**src/rtl/core/sli_pkg.sv**
```systemverilog
`timescale 1ns / 1ps

package sli_pkg;

  typedef enum logic [1:0] {
    ACT_APPEND = 2'd0,
    ACT_INSERT = 2'd1,
    ACT_READ   = 2'd2
  } sli_action_e;

  typedef enum logic [1:0] {
    STAT_OK    = 2'd0,
    STAT_FULL  = 2'd1,
    STAT_EMPTY = 2'd2
  } sli_status_e;

  localparam int unsigned ValW = 32;
  localparam logic signed [ValW-1:0] ValMin = {1'b1, {(ValW-1){1'b0}}};

  typedef struct packed {
    logic write;
    logic ins;
    logic rotate;
  } sli_cmd_t;

endpackage

```
**src/rtl/core/sorted_list_insert_buffer_unit.sv**
```systemverilog
`timescale 1ns / 1ps
// channel | valid      | ready       | payload
// in      | in_valid_i | in_ready_o  | action_i, item_value_i
// out     | out_valid_o| out_ready_i | out_value_o, status_o, entry_count_o, last_o
//
// append or insert: every cell compares and shifts at once, and the next beat is taken when the result slot frees
// each result beat is registered and shows in the cycle after its input beat
// read out: one beat per cycle while out_ready_i stays high, the list rotates through cell 0 and ends as it began
// a read out of n entries holds the input off after acceptance until its last beat is loaded
// a result held by out_ready_i low holds the input off and pauses a read out
// reset empties the list
module sorted_list_insert_buffer_unit #(
  parameter int unsigned DEPTH = 16
) (
  input  logic                                clk_i,
  input  logic                                rst_ni,
  input  logic                                in_valid_i,
  output logic                                in_ready_o,
  input  logic [1:0]                          action_i,
  input  logic signed [sli_pkg::ValW-1:0]     item_value_i,
  output logic                                out_valid_o,
  input  logic                                out_ready_i,
  output logic signed [sli_pkg::ValW-1:0]     out_value_o,
  output logic [1:0]                          status_o,
  output logic [$clog2(DEPTH+1)-1:0]          entry_count_o,
  output logic                                last_o
);
  import sli_pkg::*;

  localparam int unsigned CW = $clog2(DEPTH + 1);

  typedef enum logic [1:0] {
    ST_IDLE = 2'b01,
    ST_READ = 2'b10
  } sli_state_e;

  sli_state_e state_q, state_d;
  logic [CW-1:0] fill_q, fill_d;
  logic [CW-1:0] rd_left_q, rd_left_d;
  logic          out_valid_q, out_valid_d;
  logic signed [ValW-1:0] out_value_q, out_value_d;
  sli_status_e   status_q, status_d;
  logic [CW-1:0] count_q, count_d;
  logic          last_q, last_d;
  logic          load;

  sli_cmd_t cmd;
  logic signed [ValW-1:0] val [DEPTH];
  logic                   occ [DEPTH];
  logic                   found [DEPTH+1];

  logic slot_free, in_fire, full;

  assign slot_free  = !out_valid_q || out_ready_i;
  assign in_ready_o = (state_q == ST_IDLE) && slot_free;
  assign in_fire    = in_valid_i && in_ready_o;
  assign full       = (fill_q == CW'(DEPTH));

  assign found[0] = 1'b0;

  for (genvar i = 0; i < DEPTH; i++) begin : g_cell
    logic signed [ValW-1:0] prev_val, next_val;
    logic                   prev_occ, next_occ;
    if (i == 0) begin : g_head
      assign prev_val = ValMin;
      assign prev_occ = 1'b1;
    end else begin : g_mid
      assign prev_val = val[i-1];
      assign prev_occ = occ[i-1];
    end
    if (i == DEPTH - 1) begin : g_tail
      assign next_val = '0;
      assign next_occ = 1'b0;
    end else begin : g_body
      assign next_val = val[i+1];
      assign next_occ = occ[i+1];
    end
    sli_cell u_cell (
      .clk_i      (clk_i),
      .rst_ni     (rst_ni),
      .cmd_i      (cmd),
      .new_val_i  (item_value_i),
      .prev_val_i (prev_val),
      .prev_occ_i (prev_occ),
      .next_val_i (next_val),
      .next_occ_i (next_occ),
      .head_val_i (val[0]),
      .found_i    (found[i]),
      .found_o    (found[i+1]),
      .val_o      (val[i]),
      .occ_o      (occ[i])
    );
  end

  always_comb begin
    state_d     = state_q;
    fill_d      = fill_q;
    rd_left_d   = rd_left_q;
    cmd         = '0;
    load        = 1'b0;
    out_value_d = out_value_q;
    status_d    = status_q;
    count_d     = count_q;
    last_d      = last_q;
    if (in_fire) begin
      case (sli_action_e'(action_i))
        ACT_APPEND, ACT_INSERT: begin
          load        = 1'b1;
          out_value_d = item_value_i;
          last_d      = 1'b1;
          if (full) begin
            status_d = STAT_FULL;
            count_d  = fill_q;
          end else begin
            cmd.write = 1'b1;
            cmd.ins   = (sli_action_e'(action_i) == ACT_INSERT);
            fill_d    = fill_q + CW'(1);
            status_d  = STAT_OK;
            count_d   = fill_q + CW'(1);
          end
        end
        ACT_READ: begin
          load    = 1'b1;
          count_d = fill_q;
          if (fill_q == '0) begin
            out_value_d = '0;
            status_d    = STAT_EMPTY;
            last_d      = 1'b1;
          end else begin
            out_value_d = val[0];
            status_d    = STAT_OK;
            last_d      = (fill_q == CW'(1));
            cmd.rotate  = 1'b1;
            rd_left_d   = fill_q - CW'(1);
            if (fill_q != CW'(1)) begin
              state_d = ST_READ;
            end
          end
        end
        default: begin
        end
      endcase
    end else if (state_q == ST_READ && slot_free) begin
      load        = 1'b1;
      out_value_d = val[0];
      status_d    = STAT_OK;
      count_d     = fill_q;
      last_d      = (rd_left_q == CW'(1));
      cmd.rotate  = 1'b1;
      rd_left_d   = rd_left_q - CW'(1);
      if (rd_left_q == CW'(1)) begin
        state_d = ST_IDLE;
      end
    end
  end

  always_comb begin
    if (load) begin
      out_valid_d = 1'b1;
    end else if (out_ready_i) begin
      out_valid_d = 1'b0;
    end else begin
      out_valid_d = out_valid_q;
    end
  end

  always_ff @(posedge clk_i or negedge rst_ni) begin
    if (!rst_ni) begin
      state_q     <= ST_IDLE;
      fill_q      <= '0;
      rd_left_q   <= '0;
      out_valid_q <= 1'b0;
    end else begin
      state_q     <= state_d;
      fill_q      <= fill_d;
      rd_left_q   <= rd_left_d;
      out_valid_q <= out_valid_d;
    end
  end

  always_ff @(posedge clk_i) begin
    out_value_q <= out_value_d;
    status_q    <= status_d;
    count_q     <= count_d;
    last_q      <= last_d;
  end

  assign out_valid_o   = out_valid_q;
  assign out_value_o   = out_value_q;
  assign status_o      = status_q;
  assign entry_count_o = count_q;
  assign last_o        = last_q;

endmodule

```
**src/rtl/core/sli_cell.sv**
```systemverilog
`timescale 1ns / 1ps

module sli_cell (
  input  logic                           clk_i,
  input  logic                           rst_ni,
  input  sli_pkg::sli_cmd_t              cmd_i,
  input  logic signed [sli_pkg::ValW-1:0] new_val_i,
  input  logic signed [sli_pkg::ValW-1:0] prev_val_i,
  input  logic                           prev_occ_i,
  input  logic signed [sli_pkg::ValW-1:0] next_val_i,
  input  logic                           next_occ_i,
  input  logic signed [sli_pkg::ValW-1:0] head_val_i,
  input  logic                           found_i,
  output logic                           found_o,
  output logic signed [sli_pkg::ValW-1:0] val_o,
  output logic                           occ_o
);
  import sli_pkg::*;

  logic signed [ValW-1:0] val_q, val_d;
  logic                   occ_q, occ_d;
  logic                   cand, first_free, take_new;

  // sorted slot: this entry at least the value, previous at most the value
  assign cand       = cmd_i.ins && occ_q && (val_q >= new_val_i) && (prev_val_i <= new_val_i);
  assign first_free = !occ_q && prev_occ_i;
  assign take_new   = !found_i && (cand || first_free);
  assign found_o    = found_i || cand || first_free;

  always_comb begin
    val_d = val_q;
    occ_d = occ_q;
    if (cmd_i.write) begin
      if (found_i) begin
        val_d = prev_val_i;
        occ_d = prev_occ_i;
      end else if (take_new) begin
        val_d = new_val_i;
        occ_d = 1'b1;
      end
    end else if (cmd_i.rotate && occ_q) begin
      val_d = next_occ_i ? next_val_i : head_val_i;
    end
  end

  always_ff @(posedge clk_i or negedge rst_ni) begin
    if (!rst_ni) begin
      occ_q <= 1'b0;
    end else begin
      occ_q <= occ_d;
    end
  end

  always_ff @(posedge clk_i) begin
    val_q <= val_d;
  end

  assign val_o = val_q;
  assign occ_o = occ_q;

endmodule

```
**config.mk**
```make
export PLATFORM = sky130hd
export DESIGN_NAME = sorted_list_insert_buffer_unit
export DESIGN_NICKNAME = d
export VERILOG_FILES = /design/src/rtl/core/sli_pkg.sv /design/src/rtl/core/sorted_list_insert_buffer_unit.sv /design/src/rtl/core/sli_cell.sv
export SDC_FILE = /design/constraint.sdc
export NUM_CORES = 2
export LEC_CHECK = 0
export BUFFER_PORTS_ARGS = -buffer_cell sky130_fd_sc_hd__buf_4
export CAP_MARGIN = 20
export CORE_MARGIN = 2
export CORE_UTILIZATION = 45
export DETAILED_ROUTE_END_ITERATION = 16
export PLACE_DENSITY_LB_ADDON = 0.12
export SLEW_MARGIN = 15
export SYNTH_ARGS = -nofsm -noshare
export SYNTH_HDL_FRONTEND = slang
export SYNTH_SLANG_ARGS = --single-unit
```
**constraint.sdc**
```tcl
create_clock -name clk_i -period 11.8 [get_ports clk_i]
set_input_delay 0.59 -clock clk_i [delete_from_list [all_inputs] [get_ports clk_i]]
set_output_delay 0.59 -clock clk_i [all_outputs]
set_load 0.005 [all_outputs]
```
==> impl_metrics.yaml <==
outcome:
  status: "finished, final reports clean"
timing:
  tightest_slew_ns: 1.134
  hold_viol: 0
  finalSetupViolations: 0
  min_period_over_period: 0.5697
  fmax_mhz: 148.8
  period_minus_slack_ns: 6.722
  max_slew_margin: 0.2437
  worst_slack_ns: 5.078
  finalMaxSlewViolations: 0
  fin_setup_tns_ns: 0
  holdWs_ns: 0.3980
  skew_ns: 0.02972
  rsz0062_at_grt: "no"
finish:
  nFillCells: 9288
  final_cell_area_um2: 49850
  drive_gt1_frac: 0.07880
  register_area_um2: 17320
  multiInputGateArea_um2: 26770
  finalNetCount: 5091
  instances_no_fill: 5952
  post-route-util: 0.4963
  syn_to_final_growth_pct: 8.983
routing:
  drc: 0
  drt_iter0_drc: 3982
  via_per_inst: 6.548
  routed_wl_mm: 166.5
  vias: 38980
  dr.pass1.iters: 8
  antenna_left: 0
  post_drt_wl_per_cell_um: 27.98
logic_synthesis:
  yosysSeqAreaShare: 0.3783
  synth.area.top_cells: "edfxtp_1, ha_1, mux2i_1, a21oi_1, a211oi_1"
  synthArstFlopShare: 0.04991
  synth_area_per_cell_um2: 9.813
  synth-xor-area-share: 0.001915
  yosys.area_share.simple: 0.1280
  yosys_warnings: 0
  yosys.area_share.adder: 0.1414
  synth_cells: 4661
  synth_compound_area_frac: 0.2287
  synthesis.area_um2: 45740
  synth_edf_count: 552
  synth_ff_type: "edfxtp_1"
  yosysMostFrequentCell: "a21oi_1"
  synth_nets: 5216
  ys_types: 84
  synth_seq_cells: 581
  ys_top_cells_by_count: "a21oi_1, edfxtp_1, ha_1"
  synth.top_cell.area_share: 0.3624
  synth_top_family_by_area: "compound AO/OA/AOI/OAI gates"
  synth_mux_area_frac: 0.07933
  synth_top_area_cell: "edfxtp_1"
floorplanning:
  core-area_um2: 100400
  num_io_pins: 80
  die_h_um: 322.8
  rows: 116
  die_w_um: 322.8
  initial_utilization: 0.4554
  die_area_um2: 104200
power:
  power_density_nw_per_um2: 263.8
  power_mw: 13.15
  p_leak_nw: 20.06
  ir_drop_uv: 238.0
clocking:
  clock_latency_ns: 0.66
  cts_buffer_depth: 3
  cts-root-buf: "clkbuf_16"
  cts_tree: "yes"
  clk_pin_slew_ns: 0.06
  cts_max_level: 3
  cts_num_sinks: 581
  post_cts_buffers: 0
  cts_inserted_buffers: 74
grt:
  overflow: 0
  gr-usage-all-layers: 0.3148
  grt_first_pass_wirelength_mm: 247.6
  antenna_found_initial: 2
  first_global_vias: 37220
  grt_max_degree: 93
worst_setup_path:
  path_class: "input port to flop"
  cp.required_ns: 12.16
  cp-start-kind: "input port"
  crit_chain: "buf_4 > inv_1 > ha_1 > nand4_1 > nor4_1 > o21ai_1 > o211ai_1 > a2111oi_0 > or3_1 > a221oi_2 > and4_1 > nand3_4 > nand2_1 > o21ai_4 > buf_4"
  slowest_stage: "nand3_4"
  slowest_delay_ns: 0.85
  path_common_cell: "buf_4"
  crit_arrival_ns: 7.09
  cp_max_fo: 33
  worst_setup_path_end_kind: "flop"
place:
  portBuffers: 79
  placed_area_um2: 47440
  finalWeightedCongestion: 0.9036
  dp_hpwl_mm: 114.8
  post-place-cells: 5813
  pre_cts_ws_ns: 4.529
hold_path:
  min_path_type: "input port to flop"
run:
  cap_violations: 0
[final cells by class]
class | count | area share
antenna | 1 | 0.00005020
clock buffer | 104 | 0.04274
clock inverter | 30 | 0.004443
inverter | 95 | 0.007153
multi-input combinational | 3607 | 0.5370
sequential | 581 | 0.3474
tap | 1357 | 0.03406
timing repair buffer | 177 | 0.02716
[timing repair]
item / 4_1_cts / 5_1_grt
resized for setup: 0 / 0
hold buffers: 1 / 0
endpoints found under the hold margin: 28 / 0
[metal layers]
metal,vias up,routed length [um],GRT usage
met5,-,0,0
met4,0,4767,0.09189
met3,282,12870,0.05203
met2,1709,74920,0.4976
met1,19090,73980,0.4425
li1,17890,-,-
[worst max-delay path: cells and delay by family]
family,cells,cell delay (ns)
fa+ha+maj,1,0.51
simple gates,6,3.49
buf+inv,3,0.97
compound gates,5,1.47
[cells by family after synthesis]
family          count (synthesis)
compound gates               1615
xor+xnor                       10
fa+ha+maj                     517
buf+inv                       473
flops                         581
mux                           362
simple gates                 1103
[cells in the final DEF (no fill, tap or decap), drive strengths merged, types with 11 or more instances in the layout]
cell    count
edfxtp    552
a211oi    364
mux2i     358
inv        96
o31ai      37
nand4     145
o211a      12
nor2      152
a221oi     11
nor4       24
nor2b     364
o21a       17
dfrtp      28
a22oi     104
clkbuf    104
a31oi     114
nor3       26
clkinv     24
a21bo      31
a22o       35
o21ai     121
buf       176
ha        517
o211ai     21
a21o       62
nand2b     14
nand2     276
nand3      45
a21oi     605
[report_power, final]
group          switching, mW  internal [mW]
Combinational           3.82           2.28
Sequential              1.06           3.69
Clock                  0.970           1.32
[path summary, 6_finish.rpt]
path / from / to / slack (ns) / cells after the start
worst max-delay path: item_value_i[11] / g_cell[10].u_cell.val_o[29] / 5.08 / 15
worst min-delay path: action_i[1] / fill_q[1] / 0.40 / 4
worst max register to register: fill_q[0] / g_cell[11].u_cell.val_o[10] / 5.15 / 16
worst min register to register: g_cell[1].u_cell.occ_o / g_cell[1].u_cell.occ_o / 0.54 / 2
max in group asynchronous: rst_ni / g_cell[9].u_cell.occ_o / 10.83 / 2
min in group asynchronous: rst_ni / fill_q[3] / 0.49 / 2
[sequential cells by signal, summed over array words and instances, names as in the netlist]
name                 cells
entry_count_o            5
fill_q                   5
g_cell.u_cell.occ_o     16
g_cell.u_cell.val_o    512
last_o                   1
out_valid_o              1
out_value_o             32
rd_left_q                5
state_q                  2
status_o                 2
No activity file was read; power rests on OpenSTA's default activity.
